### config.mk
export PLATFORM = sky130hd
export DESIGN_NAME = gicp_ctrl
export DESIGN_NICKNAME = d
export VERILOG_FILES = /design/src/rtl/core/gicp_pkg.sv /design/src/rtl/core/gicp_ctrl.sv
export SDC_FILE = /design/constraint.sdc
export NUM_CORES = 1
export LEC_CHECK = 0
export BUFFER_PORTS_ARGS = -buffer_cell sky130_fd_sc_hd__buf_2
export CAP_MARGIN = 20
export CORE_MARGIN = 2
export CORE_UTILIZATION = 45
export CTS_CLUSTER_DIAMETER = 100
export DETAILED_ROUTE_END_ITERATION = 8
export GPL_ROUTABILITY_DRIVEN = 0
export MAX_ROUTING_LAYER = met4
export PLACE_DENSITY = 0.73
export SYNTH_ARGS = -nofsm -noshare
export SYNTH_HDL_FRONTEND = slang
export SYNTH_SLANG_ARGS = --single-unit
### constraint.sdc
create_clock -name i_clk -period 1.5 [get_ports i_clk]
set_input_delay 0.15 -clock i_clk [delete_from_list [all_inputs] [get_ports i_clk]]
set_output_delay 0.15 -clock i_clk [all_outputs]
set_load 0.05 [all_outputs]
### src/rtl/core/gicp_pkg.sv
// gicp_pkg: shared types, codes and helpers of the grid ic(0) preconditioner
// no dependencies; imported by every module of the block
package gicp_pkg;

    localparam int DATA_W = 32;
    localparam int COORD_W = 6;

    localparam logic [1:0] FUNC_MATRIX = 2'd0;
    localparam logic [1:0] FUNC_RHS    = 2'd1;
    localparam logic [1:0] FUNC_SOLVE  = 2'd2;

    localparam logic [1:0] REG_WIDTH  = 2'd0;
    localparam logic [1:0] REG_HEIGHT = 2'd1;

    localparam logic signed [DATA_W-1:0] Q_MAX = 32'sh7FFF_FFFF;
    localparam logic signed [DATA_W-1:0] Q_MIN = 32'sh8000_0000;

    typedef struct packed {
        logic [1:0]               func;
        logic signed [DATA_W-1:0] center_coef;
        logic signed [DATA_W-1:0] right_coef;
        logic signed [DATA_W-1:0] up_coef;
        logic signed [DATA_W-1:0] rhs_value;
    } t_in_item;

    typedef struct packed {
        logic signed [DATA_W-1:0] solution_value;
        logic [COORD_W-1:0]       cell_col;
        logic [COORD_W-1:0]       cell_row;
        logic                     last;
    } t_out_item;

    typedef enum logic [3:0] {
        ST_IDLE, ST_START, ST_INIT, ST_TERM, ST_MUL1, ST_MW1, ST_MUL2, ST_MW2,
        ST_SUB, ST_TAIL, ST_DIV, ST_FMUL, ST_FW, ST_FWR
    } t_state;

    typedef enum logic [1:0] {ADDR_CUR, ADDR_LEFT, ADDR_UP} t_addr_sel;
    typedef enum logic [1:0] {OPA_RIGHT, OPA_UP, OPA_MRES, OPA_ACC} t_opa;
    typedef enum logic [2:0] {
        OPB_RIGHT, OPB_UP, OPB_DIAG, OPB_FWD, OPB_PREV, OPB_LINE
    } t_opb;

    typedef struct packed {
        logic [1:0] func;
        logic       latch;
        logic       rd_en;
        t_addr_sel  addr_sel;
        logic       mul_go;
        t_opa       mul_a;
        t_opb       mul_b;
        logic       acc_init;
        logic       acc_sub;
        logic       wr_coef;
        logic       div_start;
        logic       wr_diag;
        logic       wr_fwd;
        logic       wr_sol;
        logic       advance;
    } t_dp_cmd;

    typedef struct packed {
        logic col_gt0;
        logic row_gt0;
        logic col_not_last;
        logic row_not_last;
        logic div_done;
    } t_dp_stat;

    function automatic logic signed [DATA_W-1:0] sat32(input logic signed [63:0] v);
        logic signed [DATA_W-1:0] r;
        if (v > 64'(Q_MAX)) r = Q_MAX;
        else if (v < 64'(Q_MIN)) r = Q_MIN;
        else r = v[DATA_W-1:0];
        return r;
    endfunction

endpackage

### src/rtl/core/gicp_ctrl.sv
// gicp_ctrl: sequencer for matrix load, forward and backward substitution
// depends on gicp_pkg
module gicp_ctrl (
    input  logic               i_clk,
    input  logic               i_rst_n,
    input  logic               i_start,
    input  logic [1:0]         i_func,
    input  gicp_pkg::t_dp_stat i_stat,
    output gicp_pkg::t_dp_cmd  o_cmd,
    output logic               o_busy
);
    import gicp_pkg::*;

    t_state     r_state, n_state;
    logic [1:0] r_func, n_func;
    logic       r_term, n_term;
    logic       term_en;

    always_ff @(posedge i_clk) begin
        if (!i_rst_n) begin
            r_state <= ST_IDLE;
            r_func  <= FUNC_MATRIX;
            r_term  <= 1'b0;
        end else begin
            r_state <= n_state;
            r_func  <= n_func;
            r_term  <= n_term;
        end
    end

    // whether the current neighbor term contributes
    always_comb begin
        if (r_func == FUNC_SOLVE)
            term_en = r_term ? i_stat.row_not_last : i_stat.col_not_last;
        else
            term_en = r_term ? i_stat.row_gt0 : i_stat.col_gt0;
    end

    always_comb begin
        n_state = r_state;
        n_func  = r_func;
        n_term  = r_term;
        unique case (r_state)
            ST_IDLE: begin
                if (i_start && i_func != 2'd3) begin
                    n_state = ST_START;
                    n_func  = i_func;
                    n_term  = 1'b0;
                end
            end
            ST_START: n_state = ST_INIT;
            ST_INIT:  n_state = ST_TERM;
            ST_TERM: begin
                if (term_en) n_state = ST_MUL1;
                else if (r_term) n_state = ST_TAIL;
                else n_term = 1'b1;
            end
            ST_MUL1: n_state = ST_MW1;
            ST_MW1:  n_state = (r_func == FUNC_MATRIX) ? ST_MUL2 : ST_SUB;
            ST_MUL2: n_state = ST_MW2;
            ST_MW2:  n_state = ST_SUB;
            ST_SUB: begin
                if (r_term) n_state = ST_TAIL;
                else begin
                    n_state = ST_TERM;
                    n_term  = 1'b1;
                end
            end
            ST_TAIL: n_state = (r_func == FUNC_MATRIX) ? ST_DIV : ST_FMUL;
            ST_DIV:  if (i_stat.div_done) n_state = ST_IDLE;
            ST_FMUL: n_state = ST_FW;
            ST_FW:   n_state = ST_FWR;
            ST_FWR:  n_state = ST_IDLE;
            default: n_state = ST_IDLE;
        endcase
    end

    always_comb begin
        o_cmd          = '0;
        o_cmd.func     = r_func;
        o_cmd.addr_sel = ADDR_CUR;
        o_cmd.mul_a    = r_term ? OPA_UP : OPA_RIGHT;
        o_cmd.mul_b    = OPB_DIAG;
        unique case (r_state)
            ST_IDLE:  o_cmd.latch = i_start;
            ST_START: o_cmd.rd_en = 1'b1;
            ST_INIT:  o_cmd.acc_init = 1'b1;
            ST_TERM: begin
                o_cmd.rd_en = term_en;
                if (r_func != FUNC_SOLVE)
                    o_cmd.addr_sel = r_term ? ADDR_UP : ADDR_LEFT;
            end
            ST_MUL1: begin
                o_cmd.mul_go = 1'b1;
                unique case (r_func)
                    FUNC_MATRIX: o_cmd.mul_b = r_term ? OPB_UP : OPB_RIGHT;
                    FUNC_RHS:    o_cmd.mul_b = OPB_FWD;
                    default:     o_cmd.mul_b = r_term ? OPB_LINE : OPB_PREV;
                endcase
            end
            ST_MUL2: begin
                o_cmd.mul_go = 1'b1;
                o_cmd.mul_a  = OPA_MRES;
            end
            ST_SUB: o_cmd.acc_sub = 1'b1;
            ST_TAIL: begin
                if (r_func == FUNC_MATRIX) begin
                    o_cmd.wr_coef   = 1'b1;
                    o_cmd.div_start = 1'b1;
                end else begin
                    o_cmd.rd_en = 1'b1;
                end
            end
            ST_DIV: begin
                o_cmd.wr_diag = i_stat.div_done;
                o_cmd.advance = i_stat.div_done;
            end
            ST_FMUL: begin
                o_cmd.mul_go = 1'b1;
                o_cmd.mul_a  = OPA_ACC;
            end
            ST_FWR: begin
                o_cmd.wr_fwd  = (r_func == FUNC_RHS);
                o_cmd.wr_sol  = (r_func == FUNC_SOLVE);
                o_cmd.advance = 1'b1;
            end
            default: ;
        endcase
    end

    assign o_busy = (r_state != ST_IDLE);

endmodule

==> results of run 1 <==
[stage by stage]
step	setup slack, ps	util
global placement	-29.1	0.692
detailed placement	-102	0.692
CTS	-83.6	0.884
floorplan	-43.9	-
[timing repair]
| action | 4_1_cts |
|---|---|
| setup buffers | 12 |
| pin swaps | 9 |
| gates cloned | 0 |
| setup endpoints to repair | 24 |
| resized for setup | 59 |
[synthesized netlist by cell type (all sizes together), types with 2 or more instances]
cell type	count	area share
a21boi	3	0.030
a21oi	6	0.040
a31oi	2	0.017
and2	3	0.025
and3	2	0.017
buf	6	0.062
clkbuf	2	0.010
dfxtp	7	0.19
inv	2	0.010
mux2i	2	0.027
nand2	13	0.065
nand2b	4	0.033
nand3	3	0.020
nand3b	2	0.020
nor2	8	0.050
nor2b	3	0.025
nor3	4	0.027
o21a	2	0.020
o21ai	5	0.039
o21bai	2	0.020
o221a	2	0.030
o31a	2	0.023
or2	2	0.017
[cell families after synthesis]
logic type / share of synthesized area
simple gates: 0.384
compound gates: 0.275
buf+inv: 0.0821
flops: 0.188
mux: 0.0720
==> summary.md, run 1 <==
| Metric | Value |
|---|---|
| Root buffer cell | `clkbuf_4` |
| Largest net degree at the start of global routing | `13` |
| Die Height | `between 40 and 50 um` |
| CTS Buf Count | `3` |
| Error msg | `[ERROR DPL-0038] Utilization greater than 100%, impossible to legalize` |
| TritonCTS Sinks | `7` |
| I/O Pins | `31` |
| Syn Inst Count | `100` |
| Yosys warns | `0` |
| Syn Std Cell Area | `about 750 um2` |
| Placed cell area | `0.00105 mm2` |
| Flops & latches, synth | `7` |
| Maximum buffer depth of the clock tree | `2` |
| Synth async-reset ratio | `0` |
| DP Cell Count | `between 150 and 200` |
| Site row count | `14` |
| Cts hold-fix bufs | `0` |
| Net Count, Synth | `between 100 and 150` |
| Syn Area/Cell | `about 7.5 um2` |
| EDFF count, synth | `0` |
| # H-tree levels | `1` |
| Status | `did not finish` |
| Port Buffer Count | `30` |
| Grt repair worst endpoint | `o_cmd[16]` |
| HPWL after DPL | `1.82 mm` |
| Synth Flop Type | `dfxtp_1` |
| Kind of pin the worst path terminates on | `top-level output` |
| Starting Density | `0.490` |
| Seq/Total Area, Yosys | `0.188` |
| Die width | `44.7 um` |
| Stopped at | `global routing (5_1_grt)` |
| Post-synth cell types | `43` |
==> inputs of run 2 (changes only) <==
Settings changed: CORE_AREA from default to 2 2 63 65, CORE_MARGIN 2 to default, CORE_UTILIZATION 45 to default, CTS_CLUSTER_DIAMETER 100 to default, DIE_AREA from default to 0 0 65 67, MAX_ROUTING_LAYER met4 to default, PLACE_DENSITY 0.73 to default, PLACE_DENSITY_LB_ADDON from default to 0.15.
==> run 2 against run 1 <==
- the flow now finishes, with violations (negative setup slack)
- synthesized cell count unchanged
- synthesized area unchanged
==> summary.md, run 2 <==
| Metric | Value |
|---|---|
| Worst Slack Setup Final | `-73.5 ps` |
| Fin nets | `164` |
| Status | `finished with violations` |
| Area delta synth->final | `92.0%` |
| Worst-Skew Late Latency | `around 230 ps` |
| Slew margin rel. | `0.793` |
| R2r worst-path depth | `4` |
| # H-tree levels | `1 (unchanged)` |
| DRT Wirelength | `2.71 mm` |
| Fin. Hold Viols | `0` |
| Max Fclk | `636 MHz` |
| Vias in the first global route | `roughly 950` |
| Worst-path cell chain | `buf_12, and4bb_4, and3_4, buf_8` |
| Max-slew violations | `0` |
| Most flop-heavy register | `r_state` |
| RSZ-0062 raised after global routing | `true` |
| Minimum clock period | `roughly 1600 ps` |
| Worst slack, placed | `32.0 ps (+134 ps)` |
| Flops & latches, synth | `7 (unchanged)` |
| Period utilisation layout | `1.05` |
| Simple-gate area share of the yosys netlist | `0.384 (unchanged)` |
| # Max-Cap Violations | `0` |
| Synth Flop Type | `dfxtp_1` |
| Most numerous cell in the Yosys netlist | `nand2_1` |
| Drt via density | `approximately 4.7` |
| Worst R2R Start | `r_term$_SDFFE_PN0P_` |
| I/O Pins | `31 (unchanged)` |
| CTS tree | `done` |
| Worst R2R Setup Slack | `about 20 ps` |
| Cell depth of the worst setup path | `4` |
| Most common cell after layout, fill and taps aside | `buf_4` |
| DR WL/cell | `around 13 um` |
| Die width | `65 um (+45%)` |
| Commonest cells in the netlist | `nand2_1, dfxtp_1, nor2_1, a21oi_1` |
| Delay-heaviest family, CP | `simple AND/OR/NAND/NOR gates` |
| Root buffer cell | `clkbuf_8` |
| Seq/Total Area, Yosys | `0.188 (unchanged)` |
| Synth Area in Adders | `0 (unchanged)` |
| Post-synth cell types | `43 (unchanged)` |
| Syn Inst Count | `100 (unchanged)` |
| Crit-path max cell delay | `approximately 380 ps` |
| Critical Path Source | `r_state[3]$_SDFFE_PN0P_` |
| Antenna violations before repair | `0` |
| CP required | `1350 ps` |
| GRT Overall Usage | `0.131` |
| Failing checks | `negative setup slack` |
| Core Footprint | `~0.0036 mm2` |
| Crit Path Max Fanout | `21` |
| Largest net degree at the start of global routing | `22` |
| Pwr Total | `2.68 mW` |
| Crit. End Element | `output port` |
| CTS Buf Count | `3 (unchanged)` |
| Post-synthesis mux area share | `0.0720 (unchanged)` |
| Crit start category | `flop` |
| Port Buffer Count | `30 (unchanged)` |
| Main area contributors after synthesis | `dfxtp_1, nand2_1, a21oi_1, nor2_1, nand2b_1` |
| Hold path depth | `2` |
| Residual DRC | `0` |
| Hold Crit Class | `primary input to flop` |
| Most frequent cells in the layout | `buf_4, buf_6, buf_2, nand2_1` |
| Diodes inserted | `0` |
| Layout fillers | `366` |
| HPWL after DPL | `2.11 mm (+16%)` |
| Crit Path Category | `flop to output port` |
| First-pass GRT wire length | `about 4.4 mm` |
| FF-to-FF End | `r_term$_SDFFE_PN0P_` |
| Synth async-reset ratio | `0 (unchanged)` |
| EDFF count, synth | `0 (unchanged)` |
| Initial DRC count | `37` |
| Maximum buffer depth of the clock tree | `2 (unchanged)` |
| Site row count | `22 (+8)` |
| Syn Area/Cell | `7.47 um2 (unchanged)` |
| CP bufs+invs | `2` |
| TritonCTS Sinks | `7 (unchanged)` |
| Grt total ovfl | `0` |
| Starting Density | `0.207 (-0.283)` |
| Total number of vias | `approximately 940` |
| Area fraction of the dominant cell type after synthesis | `0.188 (unchanged)` |
| Worst IR drop on VDD | `0.963 mV` |
| Post-route ant nets | `0` |
| Worst Path Arrival | `about 1400 ps` |
| Die area | `around 0.0044 mm2` |
| Least-Margin Pin Slew | `slightly above 300 ps` |
| Compound-Gate Fraction of Synth Area | `0.275 (unchanged)` |
| Layout cell share with drive strength beyond 1 | `0.647` |
| Top flop regs | `r_state: 4 flops, r_func: 2 flops, r_term: 1 flops` |
| Core Util, Final | `0.398` |
| Max reg flops | `4` |
| Main combinational cell family by area after synthesis | `simple AND/OR/NAND/NOR gates` |
| Yosys warns | `0 (unchanged)` |
| Die Height | `67 um (+50%)` |
| Cts hold-fix bufs | `0 (unchanged)` |
| CP max-delay cell | `and4bb_4` |
| Net Count, Synth | `110 (unchanged)` |
| Final Setup Violations | `4` |
| Drt pass-1 iters | `3` |
| Total Neg Setup Slack | `-187 ps` |
| End point of the critical path | `o_cmd[15]` |
| Hold path start | `i_rst_n` |
| XOR/XNOR Fraction of Synth Area | `0 (unchanged)` |
| Syn Std Cell Area | `747 um2 (unchanged)` |
| Pwr Density | `about 1900 mW/mm2` |
| Area leader, netlist | `dfxtp_1` |
| Clock skew | `~3.2 ps` |
| Leak | `0.625 nW` |
| Reg clk slew, reported paths | `roughly 40 ps` |
==> run 2: final cells by class <==
class                      count  area (um2)  area share
inverter                       2        7.51     0.00524
timing repair buffer          57         482       0.336
tap                           48        60.1      0.0419
clock buffer                   4        45.0      0.0314
multi-input combinational     83         681       0.475
sequential                     7         159       0.111
==> run 2: report_power, final <==
part,internal [mW],total (mW),switching [mW]
clock network,0.184,0.273,0.0883
logic,0.915,2.05,1.14
registers,0.265,0.359,0.0934
==> run 2: logic make-up (layout without fill, tap and decap cells) <==
kind of cell           after synthesis  in the layout
AO/OA/AOI/OAI                       28             28
flip-flops                           7              7
multiplexers                         4              4
AND/OR/NAND/NOR                     51             51
buffers and inverters               10             63
==> run 2: how the worst min path moves through the flow <==
stage	endpoint	slack (ps)
after CTS	r_func[1]$_SDFFE_PN0P_	210
after floorplan	r_term$_SDFFE_PN0P_	270
after global routing	r_term$_SDFFE_PN0P_	210
after global placement	r_func[1]$_SDFFE_PN0P_	440
final	r_func[1]$_SDFFE_PN0P_	210
after detailed placement	r_func[1]$_SDFFE_PN0P_	450
==> run 2: metal layers <==
layer,track usage,part of all wire,vias to the layer above
li1,-,-,469
met1,0.177,0.48,441
met2,0.204,0.46,27
met3,0.0253,0.044,4
met4,0.0479,0.015,0
met5,0,0,-
==> run 2: repair_timing <==
action / in CTS / in global routing
pin swaps: 5 / 9
hold endpoints to repair: 0 / 0
resized for setup: 47 / 17
buffers inserted: 4 / 4
setup endpoints to repair: 19 / 18
==> run 2: stage by stage <==
step           std cells  hold WS (ps)  instance area [um2]
2_1_floorplan        100           268                  823
3_3_place_gp         189           438                 1130
3_5_place_dp         189           447                 1130
4_1_cts              197           207                 1350
5_1_grt              201           210                 1430
6_report             201           207                 1430
Note: power is estimated with default switching activity, not from simulation.
==> inputs of run 3 (changes only) <==
Settings changed: CORE_AREA 2 2 63 65 to 4 4 65 67, DIE_AREA 0 0 65 67 to 0 0 69 71.
==> run 3 against run 2 <==
- the run still ends with negative setup slack left
- critical path type unchanged
- global-route usage down 1.3 points
- non-clock buffer count is 2 lower
- wire length is 0.66% lower
- fmax rose by 1.5%
- first-iteration DRC count is 27% higher
- design area down 2.4%
- final cell count decreased by 1.0%
- worst hold slack better by 2.8 ps
- sequential cell count stayed put
- count of clock-buffer cells in the layout unchanged
- clock skew is 1.2 ps lower
==> summary.md, run 3 (synthesis gave the netlist of run 2 again) <==
| Metric | Value |
|---|---|
| Placed cell area | `0.00113 mm2 (+0.22%)` |
| Hold path depth | `2 (unchanged)` |
| Drt via density | `4.69 (+0.15%)` |
| Drt pass-1 iters | `4 (+1)` |
| Least-Margin Pin Slew | `272 ps (-34.7 ps)` |
| Leak | `0.611 nW (-2.3%)` |
| TritonCTS Sinks | `7 (unchanged)` |
| First-pass GRT wire length | `4.69 mm (+7.3%)` |
| Final Setup Violations | `3 (-1)` |
| Crit. End Element | `output port` |
| Failing checks | `negative setup slack` |
| # Max-Cap Violations | `0 (unchanged)` |
| Hold endpoint | `r_func[1]$_SDFFE_PN0P_` |
| Pint | `1.32 mW (-3.4%)` |
| I/O Pins | `31 (unchanged)` |
| Sw Share | `0.497 (+0.00465)` |
| GRT Overall Usage | `0.117 (-0.0135)` |
| Hold Crit Class | `primary input to flop` |
| Most flop-heavy register | `r_state` |
| Port Buffer Count | `30 (unchanged)` |
| Starting Density | `0.206 (-0.00157)` |
| HPWL after DPL | `2.17 mm (+2.7%)` |
| Status | `finished with violations` |
| Maximum buffer depth of the clock tree | `2 (unchanged)` |
| Period utilisation layout | `1.03 (-0.0157)` |
| Diodes inserted | `0 (unchanged)` |
| Worst R2R Start | `r_state[3]$_SDFFE_PN0P_` |
| Area delta synth->final | `87.3%` |
| Max reg flops | `4 (unchanged)` |
| Core Util, Final | `0.385 (-0.0127)` |
| Final hold slack | `210 ps (+2.81 ps)` |
| Worst Slack Setup Final | `-50.0 ps (+23.6 ps)` |
| CP required | `1350 ps (about the same)` |
| Hold path start | `i_rst_n` |
| Crit start category | `flop` |
| DP Cell Count | `191 (+1.1%)` |
| Root buffer cell | `clkbuf_8` |
| Worst-Skew Late Latency | `230 ps (about the same)` |
| Initial DRC count | `47 (+27%)` |
| CTS Buf Count | `3 (unchanged)` |
| Crit Path Category | `flop to output port` |
| RSZ-0062 raised after global routing | `true` |
| Comb pwr share | `0.751 (-0.014)` |
| Core Footprint | `0.00363 mm2 (+0.76%)` |
| DR WL/cell | `13.5 um (+0.33%)` |
| Crit Path Max Fanout | `4 (-81%)` |
| Total Neg Setup Slack | `-130 ps (+56.8 ps)` |
| R2r worst-path depth | `5 (+1)` |
| # H-tree levels | `1 (unchanged)` |
| Most common cell after layout, fill and taps aside | `buf_4` |
| Cts hold-fix bufs | `0 (unchanged)` |
| Total number of vias | `933 (-0.85%)` |
| Grt total ovfl | `0 (unchanged)` |
| Reg power frac | `0.146 (+0.012)` |
| DRT Wirelength | `2.69 mm (-0.66%)` |
| Clock skew | `2.09 ps (-1.15 ps)` |
| Fin nets | `162 (-1.2%)` |
| Site row count | `22 (unchanged)` |
| Die Height | `71 um (+6.0%)` |
| Pwr Density | `1870 mW/mm2 (about the same)` |
| Max Fclk | `645 MHz (+1.5%)` |
| Die area | `0.00490 mm2 (+12%)` |
| FF-to-FF End | `r_state[2]$_SDFFE_PN0P_` |
| Design Area, Final | `0.00140 mm2 (-2.4%)` |
| Vias in the first global route | `965 (+2.1%)` |
| Worst R2R Setup Slack | `50 ps (+30 ps)` |
| Die width | `69 um (+6.2%)` |
| Largest net degree at the start of global routing | `11 (-50%)` |
| Reg clk slew, reported paths | `40 ps (about the same)` |
| Top flop regs | `r_state: 4 flops, r_func: 2 flops, r_term: 1 flops` |
| Worst slack, placed | `27.1 ps (-4.90 ps)` |
| Post-route ant nets | `0 (unchanged)` |
| Minimum clock period | `1550 ps (-23.6 ps)` |
| Worst IR drop on VDD | `0.496 mV (-48%)` |
| Most frequent cells in the layout | `buf_4, buf_2, buf_6, nand2_1` |
| Clock network power share | `0.103 (about the same)` |
| Antenna violations before repair | `0 (unchanged)` |
| Cell Count, Final, Fillers Out | `199 (-1.0%)` |
| Max-slew violations | `0 (unchanged)` |
| Worst Path Arrival | `1400 ps (-20 ps)` |
| Net Sw Power | `1.30 mW (-1.6%)` |
| Fin. Hold Viols | `0 (unchanged)` |
| Layout cell share with drive strength beyond 1 | `0.649 (+0.00195)` |
| Residual DRC | `0 (unchanged)` |
| CTS tree | `done` |
| Slew margin rel. | `0.817 (+0.0234)` |
| Pwr Total | `2.62 mW (-2.5%)` |
==> run 3: changes by cell type in the layout (fill, tap and decap cells not counted), sizes merged <==
cell    before  now
buf         57   53
clkbuf       4    6
==> run 3: routing by layer <==
layer  vias up  track usage  share of wire  routed length (um)
li1        466            -              -                   -
met5         -            0              0                   0
met2        31        0.188           0.45                1220
met3         4       0.0341          0.064                 172
met4         0       0.0325          0.016                  42
met1       432        0.153           0.47                1260
==> run 3: worst max-delay path by stage <==
stage                     slack [ps]                      end                    start
final                            -50                o_cmd[14]  r_state[3]$_SDFFE_PN0P_
after global placement            20  r_state[2]$_SDFFE_PN0P_  r_state[3]$_SDFFE_PN0P_
after floorplan                  -40                 o_cmd[8]  r_state[1]$_SDFFE_PN0P_
after detailed placement          30                o_cmd[14]  r_state[0]$_SDFFE_PN0P_
after global routing             -90                o_cmd[14]  r_state[3]$_SDFFE_PN0P_
after CTS                        -50                o_cmd[16]      r_term$_SDFFE_PN0P_
==> run 3: repair_timing <==
item	4_1_cts	5_1_grt
hold endpoints to repair	0	0
endpoints found under the setup margin	19	20
pin swaps	7	6
setup buffers	3	1
gates resized for setup	43	22
==> run 3: power by group through the flow <==
stage / Sequential, mW / Clock, mW / Combinational, mW
after global routing: 0.399 / 0.297 / 2.11
after global placement: 0.360 / 0 / 1.65
after CTS: 0.373 / 0.276 / 1.91
after detailed placement: 0.361 / 0 / 1.63
after floorplan: 0.339 / 0 / 1.19
final: 0.381 / 0.270 / 1.97
==> run 3: worst max-delay path, cell delays in order (launching register included) <==
cell,delay (ps)
dfxtp_4,350
buf_6,120
and4bb_4,360
and3_4,200
buf_8,140
==> run 3: layout make-up <==
class / instances / area, um2
inverter: 2 / 7.51
multi-input combinational: 83 / 671
fill: 380 / 2230
sequential: 7 / 164
timing repair buffer: 55 / 452
clock buffer: 4 / 45.0
tap: 48 / 60.1
==> inputs of run 4 (changes only) <==
Clock period 1.5 ns to 1.9 ns, I/O delays scaled along.
==> run 4 against run 3 <==
- the flow now finishes without violations
- sequential share of layout area up 2.5 points
- combinational power is 46% lower
- sequential cell count is the same
- global-route usage fell by 1.4 points
- sequential power fell by 16%
- critical path type unchanged
- highest routed layer unchanged
==> summary.md, run 4 (synthesis gave the netlist of run 2 again) <==
| Metric | Value |
|---|---|
| Reg clk slew, reported paths | `40 ps (about the same)` |
| Status | `finished, final reports clean` |
| Grt total ovfl | `0 (unchanged)` |
| Leak | `0.457 nW (-25%)` |
| Crit Path Category | `flop to output port` |
| DR WL/cell | `13.6 um (+0.72%)` |
| Worst IR drop on VDD | `0.401 mV (-19%)` |
| CP required | `1710 ps (+360 ps)` |
| Die width | `69 um (unchanged)` |
| # H-tree levels | `1 (unchanged)` |
| Most frequent cell on the critical path | `nand2_1` |
| Drt pass-1 iters | `4 (unchanged)` |
| # Max-Cap Violations | `0 (unchanged)` |
| # Post-CTS Setup Buffers | `0 (-3)` |
| Core Footprint | `0.00363 mm2 (unchanged)` |
| Crit-path max cell delay | `440 ps (+80 ps)` |
| Die Height | `71 um (unchanged)` |
| Final Setup Violations | `0 (-3)` |
| Fin nets | `142 (-12%)` |
| Top flop regs | `r_state: 4 flops, r_func: 2 flops, r_term: 1 flops` |
| Most flop-heavy register | `r_state` |
| Total Neg Setup Slack | `0 ps (+130 ps)` |
| Worst-Skew Late Latency | `230 ps (about the same)` |
| Initial DRC count | `17 (-64%)` |
| Layout fillers | `437 (+15%)` |
| Die area | `0.00490 mm2 (unchanged)` |
| Crit Path Max Fanout | `7 (+3)` |
| CTS tree | `done` |
| Maximum buffer depth of the clock tree | `2 (unchanged)` |
| Vias in the first global route | `799 (-17%)` |
| Design Area, Final | `0.00101 mm2 (-28%)` |
| Fin. Hold Viols | `0 (unchanged)` |
| Largest net degree at the start of global routing | `22 (+11)` |
| GRT Overall Usage | `0.103 (-0.0140)` |
| Slew margin rel. | `0.759 (-0.0580)` |
| Placed cell area | `956 um2 (-16%)` |
| Worst Path Arrival | `1620 ps (+220 ps)` |
| Worst-path cell chain | `nand2b_1, mux4_2, nand2_1, nand2_1, buf_2` |
| Crit start category | `flop` |
| Period utilisation layout | `0.953` |
| Starting Density | `0.206 (unchanged)` |
| Cts hold-fix bufs | `0 (unchanged)` |
| Most frequent cells in the layout | `buf_2, nand2_1, nor2_1, a21oi_1, buf_4` |
| Hold Crit Class | `primary input to flop` |
| Drt via density | `4.74 (+1.2%)` |
| Most common cell after layout, fill and taps aside | `buf_2` |
| Residual DRC | `0 (unchanged)` |
| TritonCTS Sinks | `7 (unchanged)` |
| Total number of vias | `849 (-9.0%)` |
| Root buffer cell | `clkbuf_8` |
| Max-slew violations | `0 (unchanged)` |
| First-pass GRT wire length | `4.02 mm (-14%)` |
| CTS Buf Count | `3 (unchanged)` |
| DRT Wirelength | `2.44 mm (-9.4%)` |
| Site row count | `22 (unchanged)` |
| Area delta synth->final | `35.2%` |
| Clock skew | `4.36 ps (+2.27 ps)` |
| Layout cell share with drive strength beyond 1 | `0.412 (-0.237)` |
| Diodes inserted | `0 (unchanged)` |
| RSZ-0062 raised after global routing | `false` |
| Post-route ant nets | `0 (unchanged)` |
| Crit. End Element | `output port` |
| I/O Pins | `31 (unchanged)` |
| CP max-delay cell | `dfxtp_1` |
| Max reg flops | `4 (unchanged)` |
| Max Fclk | `between 500 and 600 MHz` |
| Least-Margin Pin Slew | `362 ps (+89.9 ps)` |
| HPWL after DPL | `1.95 mm (-10%)` |
| Antenna violations before repair | `0 (unchanged)` |
| Core Util, Final | `0.278 (-0.107)` |
| Pwr Density | `1580 mW/mm2 (-16%)` |
| Port Buffer Count | `30 (unchanged)` |
| Minimum clock period | `approximately 1800 ps` |
## run 4: metal layers
metal	part of all wire	global-route usage
met5	0	0
met4	0.012	0.0325
met3	0.069	0.0355
met2	0.42	0.155
met1	0.50	0.138
## run 4: critical path, delay by kind of cell (launching register included)
family,cells,cell delay (ps)
muxes,1,340
and+or+nand+nor,3,410
DFF,1,440
buffers and inverters,1,210
## run 4: cell type report
class	instances	area (um2)	area share
inverter	2	7.51	0.00743
sequential	7	144	0.143
timing repair buffer	35	188	0.186
clock buffer	4	45.0	0.0446
tap	48	60.1	0.0595
multi-input combinational	83	566	0.560
## run 4: stage by stage
| stage | cells | power (mW) | setup WS (ps) | hold slack [ps] |
|---|---|---|---|---|
| after global placement | 175 | 1.39 | 249 | 492 |
| after global routing | 179 | 1.72 | 1.12 | 262 |
| after detailed placement | 175 | 1.39 | 234 | 489 |
| after CTS | 179 | 1.61 | 66.9 | 255 |
| after floorplan | 100 | 1.15 | 4.92 | 308 |
| final | 179 | 1.59 | 89.4 | 253 |
## run 4: where the power goes
part	internal [mW]	total, mW	switching (mW)
clock	0.145	0.209	0.0643
combinational	0.358	1.07	0.708
sequential	0.200	0.319	0.120
total	0.702	1.59	0.892
## run 4: repair_timing
action                     4_1_cts  5_1_grt
gates resized for setup          2        2
pin swaps                        0        0
setup endpoints to repair        2        4
## run 4: path summary, 6_finish.rpt
path / from / end / slack (ps) / depth (start not counted)
worst max-delay path: r_func[0]$_SDFFE_PN0P_ / o_cmd[16] / 90 / 5
worst min-delay path: i_rst_n / r_term$_SDFFE_PN0P_ / 250 / 2
worst max register to register: r_state[1]$_SDFFE_PN0P_ / r_state[3]$_SDFFE_PN0P_ / 340 / 5
worst min register to register: r_func[0]$_SDFFE_PN0P_ / r_func[0]$_SDFFE_PN0P_ / 650 / 1
